### src/rtl/core/sdft_pkg.sv
`default_nettype none

package sdft_pkg;

    localparam int DEPTH_BITS_DEF = 24;
    localparam int APB_ADDR_BITS  = 5;
    localparam int APB_DATA_BITS  = 32;

    localparam logic [7:0] STENCIL_MAX = 8'hFF;

    typedef enum logic [2:0] {
        REG_STENCIL_ENABLE  = 3'd0,
        REG_STENCIL_FUNC    = 3'd1,
        REG_STENCIL_REF     = 3'd2,
        REG_FRONT_OPS       = 3'd3,
        REG_BACK_OPS        = 3'd4,
        REG_WRITE_BLOCK     = 3'd5,
        REG_BUFFERS_PRESENT = 3'd6
    } reg_idx_t;

    typedef enum logic [2:0] {
        FUNC_NEVER    = 3'd0,
        FUNC_LESS     = 3'd1,
        FUNC_LEQUAL   = 3'd2,
        FUNC_GREATER  = 3'd3,
        FUNC_GEQUAL   = 3'd4,
        FUNC_EQUAL    = 3'd5,
        FUNC_NOTEQUAL = 3'd6,
        FUNC_ALWAYS   = 3'd7
    } sfunc_t;

    typedef enum logic [2:0] {
        OP_KEEP      = 3'd0,
        OP_ZERO      = 3'd1,
        OP_REPLACE   = 3'd2,
        OP_INCR      = 3'd3,
        OP_INCR_WRAP = 3'd4,
        OP_DECR      = 3'd5,
        OP_DECR_WRAP = 3'd6,
        OP_INVERT    = 3'd7
    } sop_t;

    typedef enum logic [1:0] {
        FATE_STENCIL_FAIL = 2'd0,
        FATE_DEPTH_FAIL   = 2'd1,
        FATE_DISCARDED    = 2'd2,
        FATE_WRITTEN      = 2'd3
    } fate_t;

    // Write-block and buffer-present bit positions.
    localparam int WB_STENCIL = 0;
    localparam int WB_DEPTH   = 1;
    localparam int WB_COLOR   = 2;
    localparam int BP_STENCIL = 0;
    localparam int BP_DEPTH   = 1;

    typedef struct packed {
        logic       stencil_enable;
        sfunc_t     stencil_func;
        logic [7:0] stencil_ref;
        logic [8:0] front_ops;
        logic [8:0] back_ops;
        logic [2:0] write_block;
        logic [1:0] buffers_present;
    } sdft_cfg_t;

    typedef struct packed {
        fate_t      fate;
        logic [7:0] new_stencil;
        logic       stencil_write;
        logic       depth_write;
        logic       color_write;
    } sdft_result_t;

    function automatic logic stencil_compare(logic [7:0] s, logic [7:0] r, sfunc_t fn);
        logic pass;
        unique case (fn)
            FUNC_NEVER:    pass = 1'b0;
            FUNC_LESS:     pass = (s <  r);
            FUNC_LEQUAL:   pass = (s <= r);
            FUNC_GREATER:  pass = (s >  r);
            FUNC_GEQUAL:   pass = (s >= r);
            FUNC_EQUAL:    pass = (s == r);
            FUNC_NOTEQUAL: pass = (s != r);
            FUNC_ALWAYS:   pass = 1'b1;
            default:       pass = 1'b1;
        endcase
        return pass;
    endfunction

    function automatic logic [7:0] stencil_apply(logic [7:0] cur, sop_t op, logic [7:0] r);
        logic [7:0] res;
        unique case (op)
            OP_KEEP:      res = cur;
            OP_ZERO:      res = 8'd0;
            OP_REPLACE:   res = r;
            OP_INCR:      res = (cur == STENCIL_MAX) ? STENCIL_MAX : cur + 8'd1;
            OP_INCR_WRAP: res = cur + 8'd1;
            OP_DECR:      res = (cur == 8'd0) ? 8'd0 : cur - 8'd1;
            OP_DECR_WRAP: res = cur - 8'd1;
            OP_INVERT:    res = ~cur;
            default:      res = cur;
        endcase
        return res;
    endfunction

endpackage

`default_nettype wire

### src/rtl/core/sdft_eval.sv
`default_nettype none

module sdft_eval #(
    parameter int DEPTH_BITS = sdft_pkg::DEPTH_BITS_DEF
) (
    input  var sdft_pkg::sdft_cfg_t       cfg,
    input  wire logic [7:0]               stored_stencil,
    input  wire logic signed [DEPTH_BITS-1:0] stored_depth,
    input  wire logic signed [DEPTH_BITS-1:0] frag_depth,
    input  wire logic                     front_facing,
    input  wire logic                     shader_discard,
    output var sdft_pkg::sdft_result_t    res
);
    import sdft_pkg::*;

    logic       has_stencil;
    logic       has_depth;
    logic       ops_on;
    logic [8:0] ops;
    logic [7:0] sv;
    logic       stencil_fail;
    logic       depth_fail;

    assign has_stencil  = cfg.buffers_present[BP_STENCIL];
    assign has_depth    = cfg.buffers_present[BP_DEPTH];
    assign ops_on       = cfg.stencil_enable & has_stencil;
    assign ops          = front_facing ? cfg.front_ops : cfg.back_ops;
    assign sv           = has_stencil ? stored_stencil : 8'd0;
    assign stencil_fail = ops_on & ~stencil_compare(sv, cfg.stencil_ref, cfg.stencil_func);
    // Pass only on strictly nearer fragments.
    assign depth_fail   = has_depth & ~(frag_depth < stored_depth);

    always_comb
    begin
        res.fate          = FATE_WRITTEN;
        res.new_stencil   = sv;
        res.stencil_write = 1'b0;
        res.depth_write   = 1'b0;
        res.color_write   = 1'b0;
        priority if (stencil_fail)
        begin
            res.fate          = FATE_STENCIL_FAIL;
            res.new_stencil   = stencil_apply(sv, sop_t'(ops[2:0]), cfg.stencil_ref);
            res.stencil_write = 1'b1;
        end
        else if (depth_fail)
        begin
            res.fate = FATE_DEPTH_FAIL;
            if (ops_on)
            begin
                res.new_stencil   = stencil_apply(sv, sop_t'(ops[5:3]), cfg.stencil_ref);
                res.stencil_write = 1'b1;
            end
        end
        else if (shader_discard)
        begin
            res.fate = FATE_DISCARDED;
        end
        else
        begin
            res.fate = FATE_WRITTEN;
            if (ops_on)
            begin
                res.new_stencil   = stencil_apply(sv, sop_t'(ops[8:6]), cfg.stencil_ref);
                res.stencil_write = 1'b1;
            end
            res.depth_write = has_depth & ~cfg.write_block[WB_DEPTH];
            res.color_write = ~cfg.write_block[WB_COLOR];
        end
        if (cfg.write_block[WB_STENCIL])
        begin
            res.stencil_write = 1'b0;
        end
    end

endmodule

`default_nettype wire

### config.mk
export PLATFORM = sky130hd
export DESIGN_NAME = sdft_eval
export DESIGN_NICKNAME = d
export VERILOG_FILES = /design/src/rtl/core/sdft_pkg.sv /design/src/rtl/core/sdft_eval.sv
export SDC_FILE = /design/constraint.sdc
export NUM_CORES = 1
export LEC_CHECK = 0
export ABC_CLOCK_PERIOD_IN_PS = 3950
export BUFFER_PORTS_ARGS = -buffer_cell sky130_fd_sc_hd__buf_2
export CORE_ASPECT_RATIO = 0.75
export CORE_MARGIN = 1
export CORE_UTILIZATION = 49
export DETAILED_ROUTE_END_ITERATION = 10
export PLACE_DENSITY = 0.82
export SYNTH_ARGS = -nofsm -noshare
export SYNTH_HDL_FRONTEND = slang
export SYNTH_SLANG_ARGS = --single-unit
### constraint.sdc
create_clock -name vclk -period 3.95
set_clock_uncertainty 0.05 [all_clocks]
set_input_delay 0.79 -clock vclk [all_inputs]
set_output_delay 0.79 -clock vclk [all_outputs]
set_load 0.01 [all_outputs]
Yosys cells after proc, flatten, opt, wreduce, memory -nomap -nowiden
Index checks and enable logic that the tools add are counted.
{"block": "classes", "bitwise": 9, "reduce_logical": 5, "addsub": 2, "order_cmp": 5, "muxes": 17, "eq_ne": 31}
{"operator": "8-bit one-hot mux with 8 select lines", "count": 3}
{"operator": "3-bit == test, second input constant", "count": 16}
{"operator": "11-bit two-way mux", "count": 3}
{"operator": "9-bit two-way mux", "count": 3}
{"operator": "3-bit by 2-bit == test with 1-bit output, second input constant", "count": 8}
{"operator": "24-bit < comparator", "count": 1}
{"operator": "8-bit two-way mux", "count": 3}
{"operator": "3-bit by 1-bit == test with 1-bit output, second input constant", "count": 4}
{"operator": "3-bit logical NOT", "count": 4}
{"operator": "8-bit by 1-bit adder with 8-bit output, second input constant", "count": 1}
{"operator": "8-bit == test", "count": 1}
{"operator": "8-bit == test, second input constant", "count": 1}
{"operator": "8-bit greater-or-equal comparator", "count": 1}
{"operator": "8-bit greater-than comparator", "count": 1}
{"operator": "8-bit <= comparator", "count": 1}
{"operator": "8-bit logical NOT", "count": 1}
{"operator": "8-bit < comparator", "count": 1}
{"operator": "8-bit inequality test", "count": 1}
{"operator": "8-bit inverter", "count": 1}
{"operator": "1-bit one-hot mux with 8 select lines", "count": 1}
{"operator": "8-bit by 1-bit subtractor with 8-bit output, second input constant", "count": 1}
{"operator": "1-bit AND", "count": 4}
{"operator": "2-bit two-way mux", "count": 2}
{"operator": "1-bit inverter", "count": 4}
{"operator": "1-bit two-way mux", "count": 2}
{"block": "totals", "register_bits": 0, "inputBits": 93, "word_cells": 69, "output_inout_bits": 13}

Logic depth before layout (Yosys ltp)
Gate-level depths: netlist (run 1).
{"block": "depth", "word_depth": 9, "mapped_depth": 14, "mapped_depth_nobuf": 11}

Least setup slack after synthesis (run 1)
Ideal clock, no wire load.
{"block": "synth_timing", "path_type": "in2out", "start": "in cfg[0] in the netlist's numbering", "end": "out res[1] in the netlist's numbering", "cell_stages": 12, "arrival_time_ps": 3251, "setup_slack_ps": -141, "path_buffers": 2, "required_time_ps": 3110, "cell_sequence": "buf_2 -> clkbuf_1 -> nand2_1 -> inv_1 -> ha_1 -> nand4_1 -> a211oi_1 -> nor2_1 -> a2bb2oi_1 -> o2111ai_1 -> nand2_1 -> nor4b_1"}
{"item": "start, declared", "line": "sdft_eval.sv:6", "source": "input var sdft_pkg::sdft_cfg_t cfg,"}
{"item": "end, declared", "line": "sdft_eval.sv:12", "source": "output var sdft_pkg::sdft_result_t res"}

==> impl_metrics.env, run 1 <==
export IMPL_status="finished, violations left"
export IMPL_violations="negative setup slack"
export IMPL_swShare_pct=55.8
export IMPL_path_cells="buf_6 -> buf_12 -> nand2_4 -> inv_2 -> ha_4 -> nand4_1 -> a211oi_2 -> nor3_2 -> a31oi_2 -> buf_4 -> o2111ai_4 -> buf_6 -> buf_4 -> a41o_1 -> buf_2"
export IMPL_first_pass_iters=6
export IMPL_nets=763
export IMPL_antenna_left=0
export IMPL_yosys_warnings=0
export IMPL_setup_viol=11
export IMPL_placed_cells=709
export IMPL_drcViolationCount=0
export IMPL_cp_start_kind="primary input"
export IMPL_n_clock_buffer=0
export IMPL_hold_class="in2out"
export IMPL_post_synth_cell_area_avg_sq_um=6.54
export IMPL_critical_path_class="in2out"
export IMPL_combPwrFrac_pct=100.0
export IMPL_yosysTopAreaCell="ha_1"
export IMPL_vias=4748
export IMPL_maxCapViolCount=0
export IMPL_antenna_found_initial=0
export IMPL_hold_viol=0
export IMPL_io_pins=106
export IMPL_synth_common_cells="nand2_1 (57), a21oi_1 (52), inv_1 (42), o21ai_0 (34), ha_1 (32)"
export IMPL_switchingPower_uw=332
export IMPL_core_area_sq_um=5980
export IMPL_synthCells=477
export IMPL_grt_overflow_total=0
export IMPL_yosysTopAreaCellShare_pct=12.8
export IMPL_cpPeakStageDelay_ns=0.38
export IMPL_slowest_stage="a211oi_2"
export IMPL_vias_per_cell=6.65
export IMPL_start_util_pct=52.2
export IMPL_postRouteWirelength_um=14400
export IMPL_wl_per_cell_um=20.1
export IMPL_portBuffers=106
export IMPL_ys_types=75
export IMPL_postCtsHoldBufs=0
export IMPL_final_cell_count_no_fill=714
export IMPL_grt_max_degree=25
export IMPL_dp_slack_ns=-0.213
export IMPL_design_seq_count=0
export IMPL_die_height_um=71.1
export IMPL_fin_util_pct=73.9
export IMPL_cp_arrival_ns=3.31
export IMPL_area_growth_pct=41.6
export IMPL_peakVddDrop_mv=0.0781
export IMPL_fp_dieW_um=94.1
export IMPL_syn_num_nets=602
export IMPL_synth_most_common_cell="nand2_1"
export IMPL_cp_top_family="compound AO/OA/AOI/OAI gates"
export IMPL_dp_hpwl_um=10900
export IMPL_grt_pass1_wl_um=21800
export IMPL_critPathMaxFanout=8
export IMPL_crit_start="cfg[0]"
export IMPL_drt_iter0_markers=518
export IMPL_pwr_share_seq_pct=0
export IMPL_yosys_top_cells_area="ha_1 (13%), a21oi_1 (8.3%), nand2_1 (6.9%)"
export IMPL_num_rows=24
export IMPL_dieArea_sq_um=6690
export IMPL_grt_use_total_pct=41.8
export IMPL_setup_ws_ns=-0.198
export IMPL_fin_crit_sh_pct=105
export IMPL_syn_area_sq_um=3120
export IMPL_timing_fmax_ghz=0.241
export IMPL_num_antenna_cells=0
export IMPL_seq_area_sq_um=0
export IMPL_seq_area_frac_synth_pct=0
export IMPL_worstMarginPinSlew_ns=0.752
export IMPL_rsz0062_at_grt="true"
export IMPL_relSlewSlack_pct=48.5
export IMPL_drive_above_1_share_pct=36.6
export IMPL_cp_depth=15
export IMPL_cp_end_kind="output port"
export IMPL_required_ns=3.11
export IMPL_grt_pass1_vias=4284
export IMPL_finalMaxSlewViolations=0
export IMPL_min_period_ns=4.15
export IMPL_path_buf_inv=7
export IMPL_hold_worst_slack_ns=1.77
export IMPL_pwr_share_clk_pct=0
export IMPL_p_leak_uw=0.00215
export IMPL_p_per_area_nw_per_um2=135
export IMPL_place_gp_congestion=1.04
export IMPL_intPower_uw=263
export IMPL_cp_endpoint="res[3]"
## metal layers
metal | GRT usage, % | vias to the layer above | routed length (um)
met1 | 57.8 | 2175 | 5700
met2 | 65.8 | 366 | 6190
met3 | 9.78 | 58 | 1990
met4 | 8.89 | 0 | 504
li1 | - | 2149 | -
met5 | 0 | - | 0
## logic make-up (layout without fill, tap and decap cells)
logic type      Yosys count  count (layout)  share of synthesized area (%)
buf+inv                  66             225                           10.8
simple gates            160             160                           25.1
compound gates          190             190                           41.3
fa+ha+maj                32              32                           12.8
mux                      25              25                           8.86
xor+xnor                  4               4                           1.12
## worst min path at each step
| stage | from | slack (ns) | cells past startpoint | end |
|---|---|---|---|---|
| 2_1_floorplan | shader_discard | 1.56 | 1 | res[1] |
| 3_3_place_gp | cfg[4] | 1.76 | 3 | res[0] |
| 3_5_place_dp | cfg[4] | 1.77 | 3 | res[0] |
| 4_1_cts | cfg[4] | 1.77 | 3 | res[0] |
| 5_1_grt | cfg[2] | 1.78 | 3 | res[2] |
| 6_report | cfg[4] | 1.77 | 3 | res[0] |
## area by class of cell
cell class / count / area [sq um]
multi-input combinational: 411 / 2990
fill: 469 / 1560
timing repair buffer: 183 / 1170
inverter: 42 / 160
tap: 78 / 97.6
## power groups by stage
stage,Combinational (uW),Clock [uW],Sequential [uW]
final,595,0,0
after global routing,636,0,0
after CTS,547,0,0
after detailed placement,524,0,0
after global placement,513,0,0
after floorplan,301,0,0
## through the flow
step	instance area (sq um)	power, uW	setup TNS [ns]
floorplan	3130	301	0
global placement	4150	513	-0.698
detailed placement	4150	524	-1.53
CTS	4280	547	-0.000235
global route	4420	636	-2.43
finish	4420	595	-1.50
## tightest hold or removal path, cell delays in order
cell and delay [ns]:
buf_2 0.07, nor3_1 0.04, buf_2 0.13
## layout by cell type, fill, tap and decap left out, types with 4 or more instances in the layout
cell type | netlist | routed
buf_4 | 0 | 74
a21o_1 | 5 | 5
o221ai_1 | 6 | 5
nor3_1 | 9 | 7
buf_6 | 2 | 6
a21oi_1 | 52 | 52
mux2_2 | 6 | 6
and4_1 | 5 | 5
nand2b_1 | 8 | 8
ha_4 | 0 | 5
a211oi_1 | 9 | 7
inv_1 | 42 | 39
mux2i_1 | 16 | 15
o21ai_0 | 34 | 34
o32ai_1 | 7 | 7
a31oi_1 | 9 | 8
o21ai_1 | 4 | 4
o22ai_1 | 4 | 4
a22oi_1 | 4 | 4
nand2_1 | 57 | 53
o211ai_1 | 7 | 7
buf_2 | 2 | 101
nand3_1 | 20 | 19
nor2_1 | 29 | 27
nand4_1 | 7 | 7
a221oi_1 | 7 | 7
ha_1 | 32 | 26
## timing repair
action	in CTS	in global routing
buffers inserted	1	3
gates cloned	1	0
gates resized for setup	25	21
pin swaps	12	11
endpoints found under the setup margin	11	11
No activity file was read; power rests on OpenSTA's default activity.
==> run 2: changes to the inputs <==
- ABC_AREA: not set -> 1
==> impl_metrics.env, run 2 <==
export IMPL_yosysTopAreaCell="nand2_1"
export IMPL_final_cell_mix="nand2_1 (271), buf_2 (105), nor2_1 (96)"
export IMPL_cpMostUsedCell="nand2_1"
export IMPL_vias_per_cell=5.60
export IMPL_setup_viol=0
export IMPL_dp_hpwl_um=11700
export IMPL_setup_tns_ns=0
export IMPL_seq_area_frac_synth_pct=0
export IMPL_synthMuxAreaShare_pct=0
export IMPL_min_period_ns=3.81
export IMPL_syn_area_sq_um=3230
export IMPL_synth_compound_area_share_pct=11.0
export IMPL_num_antenna_cells=0
export IMPL_cp_arrival_ns=2.97
export IMPL_postRouteWirelength_um=14500
export IMPL_grt_overflow_total=0
export IMPL_io_pins=106
export IMPL_portBuffers=106
export IMPL_antenna_left=0
export IMPL_yosys_warnings=0
export IMPL_grt_max_degree=17
export IMPL_grt_use_total_pct=41.8
export IMPL_placed_cells=890
export IMPL_required_ns=3.11
export IMPL_first_pass_iters=7
export IMPL_yosys_top_cells_area="nand2_1 (32%), ha_1 (12%), nor2_1 (11%)"
export IMPL_timing_fmax_ghz=0.262
export IMPL_cpPeakStageDelay_ns=0.34
export IMPL_hold_viol=0
export IMPL_n_clock_buffer=0
export IMPL_fill_cells=655
export IMPL_core_area_sq_um=6320
export IMPL_fp_dieW_um=95.7
export IMPL_cp_end_kind="output port"
export IMPL_hp_start="cfg[2]"
export IMPL_worstMarginPinSlew_ns=0.489
export IMPL_p_leak_uw=0.00261
export IMPL_nets=937
export IMPL_status="completed"
export IMPL_synth_most_common_cell="nand2_1"
export IMPL_slowest_stage="a211oi_2"
export IMPL_syn_num_nets=809
export IMPL_antenna_found_initial=0
export IMPL_area_growth_pct=25.5
export IMPL_mostFrequentLayoutCell="nand2_1"
export IMPL_path_cells="clkbuf_4 -> nand2_2 -> inv_1 -> ha_1 -> nand2_1 -> nor2_1 -> a211oi_2 -> nand3_1 -> nand2_1 -> inv_1 -> nor2_1 -> nand3_4 -> nand2_1 -> nand2_1 -> buf_2"
export IMPL_grt_pass1_wl_um=22100
export IMPL_p_per_area_nw_per_um2=127
export IMPL_drive_above_1_share_pct=20.7
export IMPL_finalMaxSlewViolations=0
export IMPL_vias=4987
export IMPL_crit_start="cfg[0]"
export IMPL_synth_top_family_by_area="simple AND/OR/NAND/NOR gates"
export IMPL_num_rows=25
export IMPL_synthCells=684
export IMPL_start_util_pct=51.1
export IMPL_final_cell_count_no_fill=891
export IMPL_ys_types=36
export IMPL_yosys_area_share_xor_xnor_pct=1.36
export IMPL_critical_path_class="in2out"
export IMPL_cp_start_kind="primary input"
export IMPL_die_height_um=72.3
export IMPL_design_seq_count=0
export IMPL_dieArea_sq_um=6920
export IMPL_peakVddDrop_mv=0.0779
export IMPL_synth_simple_gate_area_share_pct=61.6
export IMPL_relSlewSlack_pct=66.9
export IMPL_synth_adder_area_share_pct=12.4
export IMPL_seq_area_sq_um=0
export IMPL_grt_pass1_vias=4517
export IMPL_postCtsHoldBufs=0
export IMPL_synth_common_cells="nand2_1 (273), nor2_1 (97), inv_1 (96), nand3_1 (69), ha_1 (32)"
export IMPL_fin_crit_sh_pct=96.4
export IMPL_post_synth_cell_area_avg_sq_um=4.72
export IMPL_maxCapViolCount=0
export IMPL_place_gp_congestion=1.09
export IMPL_yosysTopAreaCellShare_pct=31.7
export IMPL_wl_per_cell_um=16.2
export IMPL_drt_iter0_markers=463
export IMPL_hold_class="in2out"
export IMPL_drcViolationCount=0
export IMPL_critPathMaxFanout=13
-- run 2: stage by stage --
| stage | utilization (%) | hold slack, ns | worst slack (ns) | total power (uW) | cell area [sq um] |
|---|---|---|---|---|---|
| final | 64.1 | 1.85 | 0.140 | 515 | 4050 |
| after CTS | 63.3 | 1.86 | 0.0132 | 488 | 4000 |
| after detailed placement | 63.3 | 1.85 | 0.00367 | 486 | 4000 |
| after floorplan | - | 1.65 | 0.513 | 298 | 3230 |
| after global routing | 64.1 | 1.88 | -0.0332 | 567 | 4050 |
| after global placement | 63.3 | 1.84 | 0.210 | 473 | 4000 |
-- run 2: worst paths after layout --
kind	to	cells past startpoint
max	res[10]	15
min	res[2]	4
-- run 2: cell type report --
class	count	area, sq um	share of cell area (%)
multi-input combinational	575	2830	69.8
timing repair buffer	134	743	18.3
inverter	101	379	9.36
tap	81	101	2.50
-- run 2: logic make-up (layout without fill, tap and decap cells) --
group | after synthesis | in the layout
AND/OR/NAND/NOR | 478 | 478
buffers and inverters | 109 | 235
AO/OA/AOI/OAI | 60 | 60
adder cells (fa/ha/maj) | 32 | 32
XOR/XNOR | 5 | 5
-- run 2: routing by layer --
metal	up-vias	track usage, %	wire, um
li1	2417	-	-
met1	2194	56.0	6000
met2	341	64.0	6070
met3	35	12.8	2000
met4	0	13.3	389
met5	-	0	0
-- run 2: power breakdown --
part	internal, uW	switching, uW	total (uW)
combinational	181	334	515
clock	0	0	0
sequential	0	0	0
-- run 2: worst max-delay path, delay by kind of cell --
family	cells	cell delay (ns)
and+or+nand+nor	9	1.10
buffers and inverters	4	0.45
AOI/OAI and AO/OA	1	0.34
adders and majority gates	1	0.31
-- run 2: what timing repair did --
item	in CTS	in global routing
hold endpoints to repair	0	0
buffers inserted	0	1
resized for setup	0	11
setup endpoints to repair	0	13
==> run 3: changes to the inputs <==
- PLACE_DENSITY: 0.82 -> 0.81
==> impl_metrics.env, run 3 (synthesis results as in run 2) <==
export IMPL_mostFrequentLayoutCell="nand2_1"
export IMPL_p_leak_uw=0.00262
export IMPL_critical_path_class="in2out"
export IMPL_hold_depth=5
export IMPL_die_height_um=72.3
export IMPL_hold_viol=0
export IMPL_met3_usage_pct=7.55
export IMPL_pwr_share_seq_pct=0
export IMPL_finalMaxSlewViolations=0
export IMPL_cp_top_family="simple AND/OR/NAND/NOR gates"
export IMPL_io_pins=106
export IMPL_drive_above_1_share_pct=20.5
export IMPL_postRouteWirelength_um=14100
export IMPL_cp_arrival_ns=2.98
export IMPL_use_met1_pct=58.4
export IMPL_area_growth_pct=25.9
export IMPL_grt_max_degree=14
export IMPL_vias=4965
export IMPL_vias_per_cell=5.55
export IMPL_cpPeakStageDelay_ns=0.36
export IMPL_final_cell_count_no_fill=894
export IMPL_place_gp_congestion=1.10
export IMPL_nets=940
export IMPL_fp_dieW_um=95.7
export IMPL_swShare_pct=64.5
export IMPL_dieArea_sq_um=6920
export IMPL_maxCapViolCount=0
export IMPL_grt_pass1_wl_um=21800
export IMPL_postCtsHoldBufs=0
export IMPL_cpMostUsedCell="nand2_1"
export IMPL_seq_area_sq_um=0
export IMPL_worstMarginPinSlew_ns=0.485
export IMPL_cts_setup_buffers=0
export IMPL_pwr_share_clk_pct=0
export IMPL_cts_resized=0
export IMPL_peakVddDrop_mv=0.0622
export IMPL_num_rows=25
export IMPL_antenna_left=0
export IMPL_hp_start="cfg[4]"
export IMPL_status="completed"
export IMPL_portBuffers=106
export IMPL_intPower_uw=184
export IMPL_switchingPower_uw=334
export IMPL_hold_class="in2out"
export IMPL_first_pass_iters=5
export IMPL_setup_tns_ns=0
export IMPL_timing_fmax_ghz=0.262
export IMPL_rsz0062_at_grt="false"
export IMPL_wl_per_cell_um=15.8
export IMPL_gr_usage_met2_pct=62.1
export IMPL_path_cells="buf_2 -> inv_1 -> ha_1 -> a21o_1 -> nor2_1 -> nand2_1 -> a21oi_1 -> nand2_1 -> nand2_1 -> nand3_2 -> nand2_1 -> nand2_1 -> nand2_1 -> nand2_1 -> buf_2"
export IMPL_grt_overflow_total=0
export IMPL_grt_use_total_pct=41.1
export IMPL_fin_crit_sh_pct=96.6
export IMPL_combPwrFrac_pct=100.0
export IMPL_top_usage_layer="met2"
export IMPL_drcViolationCount=0
export IMPL_p_per_area_nw_per_um2=128
export IMPL_antenna_found_initial=0
export IMPL_design_seq_count=0
export IMPL_critPathMaxFanout=11
export IMPL_grt_pass1_vias=4512
export IMPL_required_ns=3.11
export IMPL_setup_viol=0
export IMPL_path_buf_inv=3
export IMPL_core_area_sq_um=6320
export IMPL_relSlewSlack_pct=67.2
export IMPL_num_antenna_cells=0
export IMPL_min_period_ns=3.82
export IMPL_final_cell_mix="nand2_1 (272), buf_2 (105), inv_1 (96), nor2_1 (96), nand3_1 (68)"
export IMPL_cp_start_kind="primary input"
export IMPL_start_util_pct=51.1
export IMPL_dp_hpwl_um=11700
export IMPL_slowest_stage="ha_1"
export IMPL_drt_iter0_markers=507
export IMPL_placed_cells=894
export IMPL_cp_end_kind="output port"
export IMPL_n_clock_buffer=0
export IMPL_holdPathEnd="res[0]"
run 3: cell count changes in the layout (fill, tap and decap cells not counted):
cell,change
nand2_1,+1
inv_1,+1
o21ai_2,-1
buf_4,+3
nand2_2,-1
nand3_2,-1
o21ai_1,+1
nand3_1,+1
inv_2,-1
run 3: worst max-delay path by stage:
stage,startpoint,end,slack (ns),cells after the start
floorplan,cfg[0],res[0],0.51,16
global placement,cfg[0],res[1],0.11,16
detailed placement,cfg[0],res[10],0.08,14
CTS,cfg[0],res[10],0.07,14
global route,cfg[0],res[1],0.01,16
finish,stored_depth[23],res[10],0.13,15
run 3: final cells by class:
cell class                 instances  area [sq um]
fill                             648          2260
multi-input combinational        575          2820
tap                               81           101
inverter                         101           379
timing repair buffer             137           766
run 3: metrics by stage:
| step | hold slack, ns | setup WS, ns | total power (uW) | instance area, sq um | util [%] |
|---|---|---|---|---|---|
| after floorplan | 1.65 | 0.513 | 298 | 3230 | - |
| after global placement | 1.84 | 0.114 | 480 | 4030 | 63.8 |
| after detailed placement | 1.85 | 0.0818 | 492 | 4030 | 63.8 |
| after CTS | 1.86 | 0.0717 | 494 | 4030 | 63.8 |
| after global routing | 1.89 | 0.00994 | 570 | 4060 | 64.3 |
| final | 1.85 | 0.133 | 518 | 4060 | 64.3 |
run 3: power groups by stage:
stage | Clock [uW] | Sequential, uW | Combinational [uW]
after global placement | 0 | 0 | 480
after floorplan | 0 | 0 | 298
final | 0 | 0 | 518
after detailed placement | 0 | 0 | 492
after CTS | 0 | 0 | 494
after global routing | 0 | 0 | 570
run 3: layer usage:
layer  up-vias  wire [um]
met5         -          0
met4         0        419
met3        42       1900
met2       332       5790
met1      2168       6000
li1       2423          -
